$ cat src/hdl/arbb_pkg.sv
package arbb_pkg;

  // Default number of fraction bits of the fixed-point format.
  localparam int FRAC_BITS_DEF = 16;

  // Width of the configuration register index.
  localparam int CFG_IDX_W = 3;

  // Saturation bounds of the 32-bit signed result range.
  localparam longint S32_MAX = 64'sh0000_0000_7FFF_FFFF;
  localparam longint S32_MIN = -64'sh0000_0000_8000_0000;

  // Width of the exact mapped coordinates: four 64-bit products, one offset.
  localparam int SUM_W = 67;

  // Configuration register indexes.
  typedef enum logic [CFG_IDX_W-1:0] {
    REG_COEF_XX  = 3'd0,
    REG_COEF_XY  = 3'd1,
    REG_OFFSET_X = 3'd2,
    REG_COEF_YX  = 3'd3,
    REG_COEF_YY  = 3'd4,
    REG_OFFSET_Y = 3'd5
  } cfg_reg_t;

  // One input item: the source rectangle.
  typedef struct packed {
    logic signed [31:0] rect_left;
    logic signed [31:0] rect_top;
    logic signed [31:0] rect_width;
    logic signed [31:0] rect_height;
  } rect_t;

  // One result item: the bounding box of the mapped corners.
  typedef struct packed {
    logic signed [31:0] box_left;
    logic signed [31:0] box_top;
    logic        [30:0] box_width;
    logic        [30:0] box_height;
    logic               range_overflow;
  } box_t;

  // Transform coefficients as held by the register file.
  typedef struct packed {
    logic signed [31:0] coef_xx;
    logic signed [31:0] coef_xy;
    logic signed [31:0] offset_x;
    logic signed [31:0] coef_yx;
    logic signed [31:0] coef_yy;
    logic signed [31:0] offset_y;
  } coef_t;

endpackage

$ cat src/hdl/arbb_cfg_regs.sv
module arbb_cfg_regs #(
  parameter int FRAC_BITS = arbb_pkg::FRAC_BITS_DEF
) (
  input  logic                           clk,
  input  logic                           rst,
  input  logic                           wr_en,
  input  logic [arbb_pkg::CFG_IDX_W-1:0] wr_index,
  input  logic [31:0]                    wr_data,
  output arbb_pkg::coef_t                coef
);

  // The identity weight is 1.0 in the chosen fixed-point format.
  localparam logic signed [31:0] ONE = 32'sd1 <<< FRAC_BITS;

  // Register file; writes to unknown indexes are ignored.
  always_ff @(posedge clk) begin
    if (rst) begin
      coef.coef_xx  <= ONE;
      coef.coef_xy  <= '0;
      coef.offset_x <= '0;
      coef.coef_yx  <= '0;
      coef.coef_yy  <= ONE;
      coef.offset_y <= '0;
    end else if (wr_en) begin
      case (arbb_pkg::cfg_reg_t'(wr_index))
        arbb_pkg::REG_COEF_XX:  coef.coef_xx  <= wr_data;
        arbb_pkg::REG_COEF_XY:  coef.coef_xy  <= wr_data;
        arbb_pkg::REG_OFFSET_X: coef.offset_x <= wr_data;
        arbb_pkg::REG_COEF_YX:  coef.coef_yx  <= wr_data;
        arbb_pkg::REG_COEF_YY:  coef.coef_yy  <= wr_data;
        arbb_pkg::REG_OFFSET_Y: coef.offset_y <= wr_data;
        default: ;
      endcase
    end
  end

endmodule

$ cat config.mk
export PLATFORM = sky130hd
export DESIGN_NAME = arbb_cfg_regs
export DESIGN_NICKNAME = d
export VERILOG_FILES = /design/src/hdl/arbb_pkg.sv /design/src/hdl/arbb_cfg_regs.sv
export SDC_FILE = /design/constraint.sdc
export NUM_CORES = 1
export LEC_CHECK = 0
export BUFFER_PORTS_ARGS = -buffer_cell sky130_fd_sc_hd__buf_4
export CAP_MARGIN = 20
export CELL_PAD_IN_SITES_DETAIL_PLACEMENT = 0
export CELL_PAD_IN_SITES_GLOBAL_PLACEMENT = 1
export CORE_MARGIN = 8
export CORE_UTILIZATION = 39
export CTS_BUF_LIST = sky130_fd_sc_hd__clkbuf_16
export CTS_CLUSTER_SIZE = 28
export DETAILED_ROUTE_END_ITERATION = 8
export PLACE_DENSITY = 0.77
export SYNTH_ARGS = -nofsm -noshare
export SYNTH_HDL_FRONTEND = slang
export SYNTH_SLANG_ARGS = --single-unit
$ cat constraint.sdc
create_clock -name clk -period 2.1 [get_ports clk]
set_clock_uncertainty 0.15 [all_clocks]
set_input_delay 0.525 -clock clk [delete_from_list [all_inputs] [get_ports clk]]
set_output_delay 0.525 -clock clk [all_outputs]
set_load 0.01 [all_outputs]
==> impl_metrics.toml <==
[outcome]
status = "finished, final reports clean"

[clocking]
cts_buffer_depth = 2
clock_latency_ns = 0.42
cts_tree = "built"
hold_buffers = 0
root_buffer = "clkbuf_16"
cts-resized-gates = 0
numClockSinks = 192
clk_pin_slew_ns = 0.07
numCtsBuffers = 17
cts_setup_buffers = 0
htreeDepth = 4

[detailed_routing]
drt_iter0_drc = 159
drc = 0
drt-pass1-iter-count = 4
viasPerCell = 4.791
ant_nets = 0
wl_per_cell_um = 18.72
wirelength_um = 21160
dr_total_vias = 5414

[setup_path]
critical-path-max-stage-delay_ns = 0.38
crit_fanout = 2
critPathRequiredTime_ns = 1.42
end_kind = "output port"
cpMaxStageDelayCell = "dfxtp_1"
start_kind = "flip-flop"
cp_cell_sequence = "buf_4"
cp.arrival_ns = 0.94
crit_buf_inv = 1
critPathTopFamily = "flip-flops"
setup.worst_path.class = "flip-flop to output port"

[synthesis]
synth_top_area_share_pct = 51.50
syn_area_per_cell_um2 = 11.21
synthTopCellsByArea = "dfxtp_1, mux2i_1, nand2b_1, clkbuf_1, buf_2"
async_reset_ff_share_pct = 0
syn_area_mm2 = 0.007463
syn_nets = 704
synth_edf_count = 0
ys_warn_count = 0
synth_largest_area_cell = "dfxtp_1"
ys_seq_area_share_pct = 51.50
synth_common_cells = "nand2b_1, dfxtp_1, mux2i_1"
synth_most_common_cell = "nand2b_1"
synthCells = 666
synth_cell_types = 13
synth_seq_cells = 192
synthFlopType = "dfxtp_1"

[timing]
hold_violations = 0
setup_slack_ns = 0.4813
maxSlewHeadroom_pct = 70.06
rsz0062_at_grt = "no"
period_minus_slack_ns = 1.619
max_freq_ghz = 0.6178
setup_violations = 0
whs_ns = 0.2546
totalNegativeSetupSlack_ns = 0
slew_violations = 0
period_share_pct = 77.08
tightest_slew_ns = 0.4490

[die]
core-area_mm2 = 0.01877
initial_utilization_pct = 39.77
pin_count = 230
die_w_um = 154.3
chipHeight_um = 154.3
num_rows = 50
dieArea_mm2 = 0.02382

[cells_and_area]
largest_register_ffs = 192
drive_above_1_share_pct = 31.36
reg_top3 = "coef: 192 flops"
final_nets = 921
diodes = 0
regMostFlops = "coef"
syn_to_final_growth_pct = 35.44

[global_route]
grt_max_degree = 87
grt_pass1_vias = 5695
grt.total_usage_pct = 17.39
grt_overflow_total = 0
grt_pass1_wl_um = 32800
antenna_found_initial = 0

[flow_run]
drv_cap = 0

[hold_path]
hold_class = "input pin to flip-flop"

[power_and_ir_drop]
power.total_uw = 7617
power_leakage_uw = 0.005109
ir_worst_vdd_uv = 543.1
power_density_mw_per_mm2 = 753.5

[place]
portBuffers = 229
dp_hpwl_um = 15340
gp_congestion = 0.7694
dp_slack_ns = 0.2066
==> cell families after synthesis <==
| kind of cell | count (synthesis) | synth area share [%] |
|---|---|---|
| DFF | 192 | 51.50 |
| muxes | 192 | 25.75 |
| and+or+nand+nor | 233 | 19.83 |
| buffers and inverters | 49 | 2.917 |
==> path summary, 6_finish.rpt <==
| kind | from | endpoint | slack, ns | cells after the start |
|---|---|---|---|---|
| max | coef[112] | coef[112] | 0.48 | 1 |
| min | wr_data[16] | coef[48] | 0.25 | 3 |
| max reg2reg | coef[110] | coef[110] | 1.29 | 2 |
| min reg2reg | coef[174] | coef[174] | 0.33 | 2 |
==> power breakdown <==
part	leakage, uW	switching [uW]	internal [uW]
logic	0.00328	299	315
registers	0.00155	50.1	3720
clock network	0.000276	1460	1770
total	0.00511	1810	5810
==> cell usage in the layout (no fill, tap or decap) <==
cell type,n
buf_4,241
nand2b_1,222
mux2i_1,192
dfxtp_1,192
clkbuf_16,17
buf_12,6
inv_6,5
clkinvlp_4,4
nor2_1,3
nand4bb_4,2
nand4b_1,2
bufinv_16,2
clkinv_1,2
nor4b_2,1
nor4bb_4,1
nand4bb_2,1
or4b_1,1
inv_1,1
inv_8,1
==> per-stage QoR <==
stage	cells	instance area, um^2	util [%]
after global placement	1098	9527	50.76
final	1130	10110	53.86
after CTS	1130	10110	53.86
after detailed placement	1098	9527	50.76
after floorplan	666	7463	-
after global routing	1130	10110	53.86
==> per-layer routing <==
metal / wire (um) / GRT usage, % / vias to the layer above / share of wire (%)
met5: 0 / 0 / - / 0
met4: 447 / 6.440 / 0 / 2.1
met3: 1529 / 6.408 / 28 / 7.2
met2: 10010 / 28.96 / 153 / 47
met1: 9172 / 20.09 / 2594 / 43
li1: - / - / 2639 / -
==> final cells by class <==
class	instances	area, um^2
multi-input cells	425	3461
well taps	234	292.8
clock buffers	17	425.4
flip-flops and latches	192	3844
repair buffers	247	1929
fillers	1697	8660
clock inverters	15	156.4
No activity file was read; power rests on OpenSTA's default activity.
